$ cat src/hdl/sbfd_pkg.sv
// Shared types and constants for the SBUS frame decoder.
// Used by every module of the block; depends on nothing.
package sbfd_pkg;

  // Frame layout
  localparam int unsigned NUM_CHANNELS  = 16;
  localparam int unsigned CHAN_W        = 11;
  localparam int unsigned CHAN_IDX_W    = 4;
  localparam int unsigned PAYLOAD_BYTES = 22;
  localparam int unsigned PAYLOAD_W     = PAYLOAD_BYTES * 8;
  localparam int unsigned FLAG_POS      = 23;
  localparam int unsigned LAST_POS      = 24;
  localparam int unsigned POS_W         = 5;
  localparam int unsigned FAILSAFE_BIT  = 3;
  localparam int unsigned LOST_BIT      = 2;

  // Configuration port
  localparam int unsigned CFG_IDX_W        = 2;
  localparam int unsigned CFG_DATA_W       = 8;
  localparam logic [CFG_IDX_W-1:0] REG_START_MARKER = 2'd0;
  localparam logic [CFG_IDX_W-1:0] REG_END_MARKER   = 2'd1;
  localparam logic [7:0] START_MARKER_RST  = 8'h0F;
  localparam logic [7:0] END_MARKER_RST    = 8'h00;

  // Command queue between front and back
  localparam int unsigned QUEUE_DEPTH = 4;

  typedef struct packed {
    logic [7:0] data_byte;
    logic       frame_start;
  } in_item_t;

  typedef struct packed {
    logic [CHAN_IDX_W-1:0] channel_index;
    logic [CHAN_W-1:0]     channel_value;
    logic                  failsafe_flag;
    logic                  lost_flag;
    logic                  frame_valid;
    logic                  last_of_frame;
  } out_item_t;

  typedef enum logic [1:0] {
    CMD_DATA    = 2'd0,
    CMD_FLAG    = 2'd1,
    CMD_END_OK  = 2'd2,
    CMD_END_BAD = 2'd3
  } cmd_kind_e;

  typedef struct packed {
    cmd_kind_e  kind;
    logic [7:0] data;
  } cmd_t;

  typedef enum logic {
    BK_IDLE = 1'b0,
    BK_EMIT = 1'b1
  } back_state_e;

endpackage

$ cat src/hdl/sbfd_front.sv
// Front end: accepts frame bytes, tracks byte position and marker checks,
// and turns each later byte of a frame into a queue command. Depends on sbfd_pkg.
module sbfd_front (
  input  logic                            clk_i,
  input  logic                            rst_ni,
  input  logic                            cfg_we_i,
  input  logic [sbfd_pkg::CFG_IDX_W-1:0]  cfg_idx_i,
  input  logic [sbfd_pkg::CFG_DATA_W-1:0] cfg_data_i,
  input  logic                            in_valid_i,
  output logic                            in_stall_o,
  input  sbfd_pkg::in_item_t              in_item_i,
  output logic                            push_o,
  output sbfd_pkg::cmd_t                  push_cmd_o,
  input  logic                            full_i
);

  logic [7:0]                 start_marker_q, end_marker_q;
  logic [sbfd_pkg::POS_W-1:0] pos_q, pos_d;
  logic                       active_q, active_d;
  logic                       matched_q, matched_d;
  logic                       accept;

  assign in_stall_o = full_i;
  assign accept     = in_valid_i && !full_i;

  // Marker registers
  always_ff @(posedge clk_i or negedge rst_ni) begin
    if (!rst_ni) begin
      start_marker_q <= sbfd_pkg::START_MARKER_RST;
      end_marker_q   <= sbfd_pkg::END_MARKER_RST;
    end else if (cfg_we_i) begin
      if (cfg_idx_i == sbfd_pkg::REG_START_MARKER) begin
        start_marker_q <= cfg_data_i[7:0];
      end
      if (cfg_idx_i == sbfd_pkg::REG_END_MARKER) begin
        end_marker_q <= cfg_data_i[7:0];
      end
    end
  end

  // Byte classification
  always_comb begin
    pos_d      = pos_q;
    active_d   = active_q;
    matched_d  = matched_q;
    push_o     = 1'b0;
    push_cmd_o.kind = sbfd_pkg::CMD_DATA;
    push_cmd_o.data = in_item_i.data_byte;
    if (accept) begin
      if (in_item_i.frame_start) begin
        // start always wins, the frame in progress is dropped
        matched_d = (in_item_i.data_byte == start_marker_q);
        active_d  = 1'b1;
        pos_d     = sbfd_pkg::POS_W'(1);
      end else if (active_q) begin
        push_o = 1'b1;
        if (pos_q <= sbfd_pkg::POS_W'(sbfd_pkg::PAYLOAD_BYTES)) begin
          pos_d = pos_q + sbfd_pkg::POS_W'(1);
        end else if (pos_q == sbfd_pkg::POS_W'(sbfd_pkg::FLAG_POS)) begin
          push_cmd_o.kind = sbfd_pkg::CMD_FLAG;
          pos_d           = pos_q + sbfd_pkg::POS_W'(1);
        end else begin
          // last byte: check both markers
          active_d = 1'b0;
          pos_d    = '0;
          if (matched_q && (in_item_i.data_byte == end_marker_q)) begin
            push_cmd_o.kind = sbfd_pkg::CMD_END_OK;
          end else begin
            push_cmd_o.kind = sbfd_pkg::CMD_END_BAD;
          end
        end
      end
    end
  end

  always_ff @(posedge clk_i or negedge rst_ni) begin
    if (!rst_ni) begin
      pos_q     <= '0;
      active_q  <= 1'b0;
      matched_q <= 1'b0;
    end else begin
      pos_q     <= pos_d;
      active_q  <= active_d;
      matched_q <= matched_d;
    end
  end

endmodule

$ cat src/hdl/sbfd_fifo.sv
// Small command queue between the front and back ends.
// Depends on sbfd_pkg for the command type.
module sbfd_fifo #(
  parameter int unsigned DEPTH = sbfd_pkg::QUEUE_DEPTH
) (
  input  logic           clk_i,
  input  logic           rst_ni,
  input  logic           push_i,
  input  sbfd_pkg::cmd_t push_cmd_i,
  output logic           full_o,
  input  logic           pop_i,
  output logic           empty_o,
  output sbfd_pkg::cmd_t head_o
);

  localparam int unsigned PTR_W = (DEPTH > 1) ? $clog2(DEPTH) : 1;
  localparam int unsigned CNT_W = $clog2(DEPTH + 1);

  sbfd_pkg::cmd_t   mem_q [DEPTH];
  logic [PTR_W-1:0] wr_ptr_q, rd_ptr_q;
  logic [CNT_W-1:0] count_q;
  logic             do_push, do_pop;

  assign full_o  = (count_q == CNT_W'(DEPTH));
  assign empty_o = (count_q == '0);
  assign head_o  = mem_q[rd_ptr_q];
  assign do_push = push_i && !full_o;
  assign do_pop  = pop_i && !empty_o;

  // Entry storage
  always_ff @(posedge clk_i) begin
    if (do_push) begin
      mem_q[wr_ptr_q] <= push_cmd_i;
    end
  end

  // Pointers and fill count
  always_ff @(posedge clk_i or negedge rst_ni) begin
    if (!rst_ni) begin
      wr_ptr_q <= '0;
      rd_ptr_q <= '0;
      count_q  <= '0;
    end else begin
      if (do_push) begin
        wr_ptr_q <= (wr_ptr_q == PTR_W'(DEPTH - 1)) ? '0 : wr_ptr_q + PTR_W'(1);
      end
      if (do_pop) begin
        rd_ptr_q <= (rd_ptr_q == PTR_W'(DEPTH - 1)) ? '0 : rd_ptr_q + PTR_W'(1);
      end
      if (do_push && !do_pop) begin
        count_q <= count_q + CNT_W'(1);
      end else if (do_pop && !do_push) begin
        count_q <= count_q - CNT_W'(1);
      end
    end
  end

endmodule

$ cat src/hdl/sbfd_back.sv
// Back end: executes queue commands, keeps the packed payload and flag byte,
// and emits channel results through an output register. Depends on sbfd_pkg.
module sbfd_back (
  input  logic                  clk_i,
  input  logic                  rst_ni,
  input  logic                  empty_i,
  input  sbfd_pkg::cmd_t        head_i,
  output logic                  pop_o,
  output logic                  out_valid_o,
  input  logic                  out_stall_i,
  output sbfd_pkg::out_item_t   out_item_o
);

  localparam int unsigned PW = sbfd_pkg::PAYLOAD_W;
  localparam int unsigned CW = sbfd_pkg::CHAN_W;

  sbfd_pkg::back_state_e  state_q, state_d;
  logic [sbfd_pkg::CHAN_IDX_W-1:0] ch_q, ch_d;
  // Payload shift line: first data byte ends up in the low byte,
  // channel extraction shifts right by one channel width at a time.
  logic [PW-1:0]          payload_q, payload_d;
  logic [7:0]             flag_q, flag_d;
  logic                   out_valid_q, out_valid_d;
  sbfd_pkg::out_item_t    out_item_q, out_item_d;
  logic                   slot_free;
  sbfd_pkg::out_item_t    chan_item;

  assign slot_free   = !out_valid_q || !out_stall_i;
  assign out_valid_o = out_valid_q;
  assign out_item_o  = out_item_q;

  // Result for the channel at the bottom of the shift line
  always_comb begin
    chan_item.channel_index = ch_q;
    chan_item.channel_value = payload_q[CW-1:0];
    chan_item.failsafe_flag = flag_q[sbfd_pkg::FAILSAFE_BIT];
    chan_item.lost_flag     = flag_q[sbfd_pkg::LOST_BIT];
    chan_item.frame_valid   = 1'b1;
    chan_item.last_of_frame = (ch_q == sbfd_pkg::CHAN_IDX_W'(sbfd_pkg::NUM_CHANNELS - 1));
  end

  // Command execution and result sequencing
  always_comb begin
    state_d     = state_q;
    ch_d        = ch_q;
    payload_d   = payload_q;
    flag_d      = flag_q;
    pop_o       = 1'b0;
    out_valid_d = out_valid_q && out_stall_i;
    out_item_d  = out_item_q;
    case (state_q)
      sbfd_pkg::BK_IDLE: begin
        if (!empty_i) begin
          case (head_i.kind)
            sbfd_pkg::CMD_DATA: begin
              pop_o     = 1'b1;
              payload_d = {head_i.data, payload_q[PW-1:8]};
            end
            sbfd_pkg::CMD_FLAG: begin
              pop_o  = 1'b1;
              flag_d = head_i.data;
            end
            sbfd_pkg::CMD_END_BAD: begin
              if (slot_free) begin
                pop_o       = 1'b1;
                out_valid_d = 1'b1;
                out_item_d  = '0;
                out_item_d.last_of_frame = 1'b1;
              end
            end
            sbfd_pkg::CMD_END_OK: begin
              // channel 0 goes out now, the rest follow from BK_EMIT
              if (slot_free) begin
                pop_o       = 1'b1;
                out_valid_d = 1'b1;
                out_item_d  = chan_item;
                payload_d   = {{CW{1'b0}}, payload_q[PW-1:CW]};
                ch_d        = ch_q + sbfd_pkg::CHAN_IDX_W'(1);
                state_d     = sbfd_pkg::BK_EMIT;
              end
            end
            default: begin
              pop_o = 1'b0;
            end
          endcase
        end
      end
      sbfd_pkg::BK_EMIT: begin
        if (slot_free) begin
          out_valid_d = 1'b1;
          out_item_d  = chan_item;
          payload_d   = {{CW{1'b0}}, payload_q[PW-1:CW]};
          ch_d        = ch_q + sbfd_pkg::CHAN_IDX_W'(1);
          if (chan_item.last_of_frame) begin
            state_d = sbfd_pkg::BK_IDLE;
          end
        end
      end
      default: begin
        state_d = sbfd_pkg::BK_IDLE;
      end
    endcase
  end

  always_ff @(posedge clk_i or negedge rst_ni) begin
    if (!rst_ni) begin
      state_q     <= sbfd_pkg::BK_IDLE;
      ch_q        <= '0;
      out_valid_q <= 1'b0;
    end else begin
      state_q     <= state_d;
      ch_q        <= ch_d;
      out_valid_q <= out_valid_d;
    end
  end

  // Payload registers, no reset
  always_ff @(posedge clk_i) begin
    payload_q  <= payload_d;
    flag_q     <= flag_d;
    out_item_q <= out_item_d;
  end

endmodule

$ cat src/hdl/sbus_frame_decoder.sv
// Channel   | Direction | Handshake              | Payload
// cfg       | in        | cfg_we_i               | cfg_idx_i, cfg_data_i
// in        | in        | in_valid_i / in_stall_o| in_item_i (data_byte, frame_start)
// out       | out       | out_valid_o/out_stall_i| out_item_o (channel result)
//
// An input byte is taken whenever the command queue has room.
// A good frame end makes the back end emit 16 results, one per cycle while
// the output is not stalled; a bad frame end emits one result.
// The queue (QUEUE_DEPTH entries) keeps taking bytes while results drain.
// Reset clears control state only; no clearing pass is needed.
// Top level: front end, command queue, back end. Depends on sbfd_pkg.
module sbus_frame_decoder #(
  parameter int unsigned QUEUE_DEPTH = sbfd_pkg::QUEUE_DEPTH
) (
  input  logic                            clk_i,
  input  logic                            rst_ni,
  input  logic                            cfg_we_i,
  input  logic [sbfd_pkg::CFG_IDX_W-1:0]  cfg_idx_i,
  input  logic [sbfd_pkg::CFG_DATA_W-1:0] cfg_data_i,
  input  logic                            in_valid_i,
  output logic                            in_stall_o,
  input  sbfd_pkg::in_item_t              in_item_i,
  output logic                            out_valid_o,
  input  logic                            out_stall_i,
  output sbfd_pkg::out_item_t             out_item_o
);

  logic           push, full, pop, empty;
  sbfd_pkg::cmd_t push_cmd, head;

  sbfd_front u_front (
    .clk_i      (clk_i),
    .rst_ni     (rst_ni),
    .cfg_we_i   (cfg_we_i),
    .cfg_idx_i  (cfg_idx_i),
    .cfg_data_i (cfg_data_i),
    .in_valid_i (in_valid_i),
    .in_stall_o (in_stall_o),
    .in_item_i  (in_item_i),
    .push_o     (push),
    .push_cmd_o (push_cmd),
    .full_i     (full)
  );

  sbfd_fifo #(
    .DEPTH (QUEUE_DEPTH)
  ) u_fifo (
    .clk_i      (clk_i),
    .rst_ni     (rst_ni),
    .push_i     (push),
    .push_cmd_i (push_cmd),
    .full_o     (full),
    .pop_i      (pop),
    .empty_o    (empty),
    .head_o     (head)
  );

  sbfd_back u_back (
    .clk_i       (clk_i),
    .rst_ni      (rst_ni),
    .empty_i     (empty),
    .head_i      (head),
    .pop_o       (pop),
    .out_valid_o (out_valid_o),
    .out_stall_i (out_stall_i),
    .out_item_o  (out_item_o)
  );

endmodule

$ cat config.mk
export PLATFORM = sky130hd
export DESIGN_NAME = sbus_frame_decoder
export DESIGN_NICKNAME = d
export VERILOG_FILES = /design/src/hdl/sbfd_pkg.sv /design/src/hdl/sbfd_front.sv /design/src/hdl/sbfd_fifo.sv /design/src/hdl/sbfd_back.sv /design/src/hdl/sbus_frame_decoder.sv
export SDC_FILE = /design/constraint.sdc
export NUM_CORES = 1
export LEC_CHECK = 0
export BUFFER_PORTS_ARGS = -buffer_cell sky130_fd_sc_hd__buf_4
export CAP_MARGIN = 40
export CORE_ASPECT_RATIO = 0.6
export CORE_UTILIZATION = 55
export DETAILED_ROUTE_END_ITERATION = 6
export PLACE_DENSITY = 0.75
export SLEW_MARGIN = 30
export SYNTH_ARGS = -nofsm -noshare
export SYNTH_HDL_FRONTEND = slang
export SYNTH_SLANG_ARGS = --single-unit
$ cat constraint.sdc
create_clock -name clk_i -period 9.25 [get_ports clk_i]
set_input_delay 0.4625 -clock clk_i [delete_from_list [all_inputs] [get_ports clk_i]]
set_output_delay 0.4625 -clock clk_i [all_outputs]
set_load 0.02 [all_outputs]
==> results.txt, run 1 <==
Status: complete, no violations
Max transition margin: 0.425
Die extent in x: 205 um
R2R Path Start: u_fifo.rd_ptr_q[0]
Initial antenna violation count: 0
Max Fclk: 0.284 GHz
Gr ovfl total: 0
Overall Power: 5.90 mW
Post-synthesis register bit count: 273
Ant diodes: 0
Worst hold start: in_item_i[1]
PwrDens: 394 nW/um2
Crit-path slowest cell: dfrtp_1
Crit path max fanout: 97
Critical path type: reg -> reg
Fin crit share: 0.381
Syn Nets: 1,292
Skew final: 0.00963 ns
RSZ-0062 raised after global routing: no
Vias/cell: 6.18
GRT Total Usage: 0.225
DR WL/cell: 17.9 um
Critical Path End: u_back.payload_q[12]
Synth Warn #: 0
Final Hold Viols: 0
Slew @ Worst Pin: 0.862 ns
Commonest non-fill, non-tap cell in the layout: nand2_1
Ports: 45
CTS Buf Count: 25
CTS tree: built
Share of cells above drive strength 1: 0.163
Worst hold path class: in -> reg
Leak Pwr: 5.30 nW
Clock slew at reported path FFs: 0.07 ns
Syn Area/Cell: 10.8 um2
CP endpoint kind: flop
Seq/Total Area, Yosys: 0.590
I/O Buffers: 44
P_int: 3.66 mW
Setup-failing EPs final: 0
Most frequent cells in the layout: nand2_1 (377), edfxtp_1 (237), nor3_1 (167), a31oi_1 (118), buf_4 (51)
Worst-Skew Late Latency: 0.53 ns
Sw Pwr: 2.24 mW
Clock group share of total power: 0.177
R2R depth: 6
Total number of vias: 9,768
TritonRoute pass-1 iters: 5
Clock tree buffer depth: 3
CTS root buf: clkbuf_16
Die area: 25,400 um2
Power share of the combinational group: 0.369
Max-cap violations: 0
ANT nets after route: 0
Largest net degree at the start of global routing: 110
Sw frac: 0.380
R2r endpoint: u_back.payload_q[12]
RD Place Congestion: 0.754
DRT iter0 DRCs: 1,173
Reg power frac: 0.453
Element type at the critical path start: flop
Area leader, netlist: edfxtp_1
Starting Density: 0.561
Worst endpoint data arrival time: 3.75 ns
Rows: 44
DRT Wirelength: 28,300 um
Area delta synth->final: 9.94%
H-Tree Depth: 1
Global-route wire length before repair: 46,700 um
Residual DRC: 0
Vias in the first global route: 9,040
Minimum clock period: 3.52 ns
Max-slew violations: 0
CP cell instances: mux4_2 -> nor2b_4 -> buf_4 -> or2_4 -> buf_6 -> a31oi_1
Critical Path Max Stage Delay: 0.77 ns
Worst IR drop on VDD: 0.000214 V
Core ar.: 24,200 um2
Setup tns final: 0 ns
Setup slack, reg-to-reg: 5.73 ns
Worst Path Required: 9.47 ns
Setup Fix Bufs, Post-CTS: 0
Die height: 124 um
Largest cells by area after synthesis: edfxtp_1 (52%), nand2_1 (10%), nor3_1 (6.1%)
Post-detail-place hpwl: 16,300 um
CP startpoint: u_fifo.rd_ptr_q[0]
Post-Synthesis Cells: 1,258
NumNets Final: 1,275
Syn Std Cell Area: 13,600 um2
Post-synth top area share: 0.523
Post-synthesis cell type count: 44
CTS Sinks: 273
## layer usage
layer | vias to the layer above | wire length (um) | track usage
met2 | 306 | 12600 | 0.332
met1 | 4845 | 13800 | 0.353
met4 | 0 | 442 | 0.0458
met3 | 37 | 1530 | 0.0348
met5 | - | 0 | 0
li1 | 4580 | - | -
## worst min-delay path by stage
| stage | end | slack, ns | depth (start not counted) |
|---|---|---|---|
| after CTS | u_front.start_marker_q[4] | 0.16 | 2 |
| final | u_fifo.mem_q[0][0] | 0.18 | 1 |
| after detailed placement | u_front.end_marker_q[2] | 0.46 | 1 |
| after floorplan | u_back.ch_q[0] | 0.17 | 0 |
| after global routing | u_front.start_marker_q[5] | 0.17 | 2 |
| after global placement | u_front.end_marker_q[2] | 0.46 | 1 |
## final cells by class
cell class                 instances  area, um2
clock buffer                      42        811
clock inverter                     3       15.0
fill                            1938       9270
inverter                           5       18.8
multi-input combinational        873       5060
sequential                       273       8030
tap                              322        403
timing repair buffer              63        616
## cell families (layout without fill, tap and decap cells)
| family | count (synthesis) | after routing | share of synthesized area |
|---|---|---|---|
| AOI/OAI and AO/OA | 213 | 213 | 0.121 |
| DFF | 273 | 273 | 0.590 |
| buffers and inverters | 112 | 113 | 0.0406 |
| and+or+nand+nor | 597 | 597 | 0.191 |
| xor gates and xnor gates | 23 | 23 | 0.0148 |
| muxes | 30 | 30 | 0.0331 |
| adders and majority gates | 10 | 10 | 0.00975 |
## stage by stage
step	setup WS [ns]	hold slack, ns	std cells	util	area [um2]
after global routing	5.51	0.167	1581	0.617	15000
after global placement	4.52	0.455	1528	0.575	13900
final	5.73	0.175	1581	0.617	15000
after floorplan	3.17	0.167	1258	-	13600
after detailed placement	5.18	0.458	1533	0.580	14100
after CTS	5.20	0.165	1579	0.615	14900
## state kept, by name, indices dropped and copies added, names as in the netlist
name,count
u_front.matched_q,1
u_fifo.wr_ptr_q,2
u_back.flag_q,2
u_front.end_marker_q,8
u_back.state_q,1
u_fifo.count_q,3
u_back.out_item_o,19
u_back.ch_q,4
u_front.start_marker_q,8
u_fifo.mem_q,40
u_fifo.rd_ptr_q,2
u_back.out_valid_o,1
u_front.active_q,1
u_front.pos_q,5
u_back.payload_q,176
## cell usage after synthesis
library cell,number
nand2_1,378
edfxtp_1,237
nor3_1,167
a31oi_1,118
clkbuf_1,75
a31oi_2,50
dfrtp_1,32
mux2_2,20
a21oi_1,18
xnor2_1,18
buf_2,15
buf_6,15
nor3b_1,15
a31o_2,11
mux4_2,10
ha_1,9
nor2_1,9
o21ai_0,9
and2_1,5
inv_1,5
nand4_1,5
xor2_1,5
dfstp_2,4
nand3b_1,3
buf_1,2
nand2b_1,2
nand3_1,2
nor4_1,2
o211ai_1,2
a211oi_1,1
a22oi_1,1
and3_1,1
and3b_1,1
fa_1,1
nand4b_1,1
nor2b_1,1
nor4b_1,1
nor4bb_1,1
o21bai_1,1
o31ai_1,1
o41ai_1,1
or2_1,1
or2_2,1
or3b_2,1
## power by group through the flow
stage	Combinational, mW	Clock [mW]	Sequential (mW)
final	2.18	1.05	2.67
after global routing	2.41	1.10	2.75
after CTS	2.15	1.06	2.66
after detailed placement	2.15	0	2.68
after global placement	2.03	0	2.67
after floorplan	1.71	0	2.61
## critical path, delay by kind of cell (launching register included)
family / cells / cell delay, ns
AOI/OAI and AO/OA: 1 / 0.19
buffers and inverters: 2 / 0.87
DFF: 1 / 0.77
muxes: 1 / 0.70
and+or+nand+nor: 2 / 0.57
## repair_timing
action	4_1_cts	5_1_grt
hold buffers	1	0
endpoints found under the hold margin	32	0
resized for setup	0	0
(Power assumes the default switching activity.)
==> run 2, diff against run 1 <==
Settings changed: PLACE_DENSITY 0.75 to 0.72.
Clock period 9.25 ns to 3.52 ns, I/O delays scaled along.
==> run 2 against run 1 <==
Flip-flop and latch count unchanged. Non-clock buffer count is 14 higher. First-iteration DRC count increased by 6.9%. Setup slack got worse by 5.0 ns. Clock power rose to 2.6 times the previous value. Critical path depth grew 1. Highest routed layer unchanged.
==> results.txt, run 2 (same netlist as run 1, synthesis figures left out) <==
DR WL/cell: 17.8 um
GRT met2 Usage: 0.336
Worst Path Required: 3.95 ns
Max reg flops: 176
DRT iter0 DRCs: 1,254
Overall Power: 15.4 mW
Fin area: 15,000 um2
Vias/cell: 6.11
Gr ovfl total: 0
Post-detail-place hpwl: 15,500 um
H-Tree Depth: 1
Dpl cells: 1,531
Die height: 124 um
Global-route wire length before repair: 46,900 um
Largest net degree at the start of global routing: 188
Area delta synth->final: 10.6%
Placed Area: 14,000 um2
Crit path max fanout: 12
Clock tree buffer depth: 3
Die area: 25,400 um2
Worst IR drop on VDD: 0.000659 V
Minimum clock period: 2.77 ns
I/O Buffers: 44
Leak Pwr: 5.33 nW
Met3 usage: 0.0309
Setup tns final: 0 ns
Met1 usage: 0.353
Grt peak-use layer: met1
Layout Cells excl Fill: 1,600
Most frequent cells in the layout: nand2_1 (377), edfxtp_1 (237), nor3_1 (167), a31oi_1 (118), buf_4 (52)
Element type at the critical path start: flop
Setup-failing EPs final: 0
Rows: 44
Fin crit share: 0.787
Critical path type: reg -> reg
Skew final: 0.0136 ns
Max Fclk: 0.361 GHz
# fillers: 1,870
Worst endpoint data arrival time: 3.20 ns
TritonRoute pass-1 iters: 5
Most flops, register: u_back.payload_q
Final Hold Viols: 0
Commonest non-fill, non-tap cell in the layout: nand2_1
Residual DRC: 0
Max-slew violations: 0
CTS root buf: clkbuf_16
Initial antenna violation count: 0
Ant diodes: 0
Starting Density: 0.561
Worst-Skew Late Latency: 0.54 ns
Die extent in x: 205 um
Max-cap violations: 0
Worst Hold Depth: 3
RSZ-0062 raised after global routing: no
Total number of vias: 9,771
Worst hold path class: in -> reg
ANT nets after route: 0
R2R depth: 7
CTS Buf Count: 27
Hold Slack: 0.0662 ns
Status: complete, no violations
Share of cells above drive strength 1: 0.156
Clock slew at reported path FFs: 0.06 ns
GRT Total Usage: 0.225
CTS tree: built
Max transition margin: 0.449
Multi-input gate area: 5060 um2
CTS Sinks: 273
DRT Wirelength: 28,500 um
Ports: 45
PwrDens: 1030 nW/um2
Vias in the first global route: 9,159
NumNets Final: 1,291
Slew @ Worst Pin: 0.827 ns
Core ar.: 24,200 um2
RD Place Congestion: 0.752
CP endpoint kind: flop
Seq. cell area: 8030 um2
-- run 2: path summary, 6_finish.rpt --
check                                   start                   endpoint  slack, ns
max                        u_fifo.rd_ptr_q[1]          u_fifo.count_q[1]       0.75
max in group asynchronous              rst_ni             u_back.state_q       3.00
max reg2reg                u_fifo.rd_ptr_q[1]          u_fifo.count_q[1]       0.75
min                              cfg_idx_i[1]  u_front.start_marker_q[0]       0.07
min reg2reg                 u_front.matched_q          u_front.matched_q       0.48
min in group asynchronous              rst_ni    u_front.end_marker_q[5]       0.13
-- run 2: repair_timing --
action | 4_1_cts | 5_1_grt
setup buffers | 0 | 0
endpoints found under the hold margin | 91 | 0
gates resized for setup | 0 | 0
hold buffers | 19 | 0
-- run 2: layer usage --
| metal | vias to the layer above | routed length, um |
|---|---|---|
| li1 | 4626 | - |
| met1 | 4818 | 14000 |
| met2 | 290 | 12600 |
| met3 | 37 | 1400 |
| met4 | 0 | 432 |
| met5 | - | 0 |
-- run 2: power breakdown --
part	internal, mW	switching (mW)	leakage, nW
Sequential	5.82	1.18	2.83
Clock	1.54	1.22	0.409
Combinational	2.17	3.50	2.09
-- run 2: area by class of cell --
cell class | count | area share
Clock inverter | 6 | 0.00266
Inverter | 5 | 0.00125
Multi-Input combinational cell | 873 | 0.337
Sequential cell | 273 | 0.534
Tap cell | 322 | 0.0268
Clock buffer | 44 | 0.0525
Timing Repair Buffer | 77 | 0.0466
-- run 2: critical path, stage by stage, from the launching register on --
cell	delay, ns
dfrtp_1	0.64
mux4_2	0.45
a211oi_1	0.48
inv_1	0.10
ha_1	0.24
inv_1	0.07
fa_1	0.41
mux2_2	0.27
-- run 2: stage by stage --
step                setup WS (ns)   util
global placement            0.889  0.579
CTS                         0.745  0.621
floorplan                  -0.576      -
finish                      0.750  0.621
global route                0.597  0.621
detailed placement          0.765  0.579
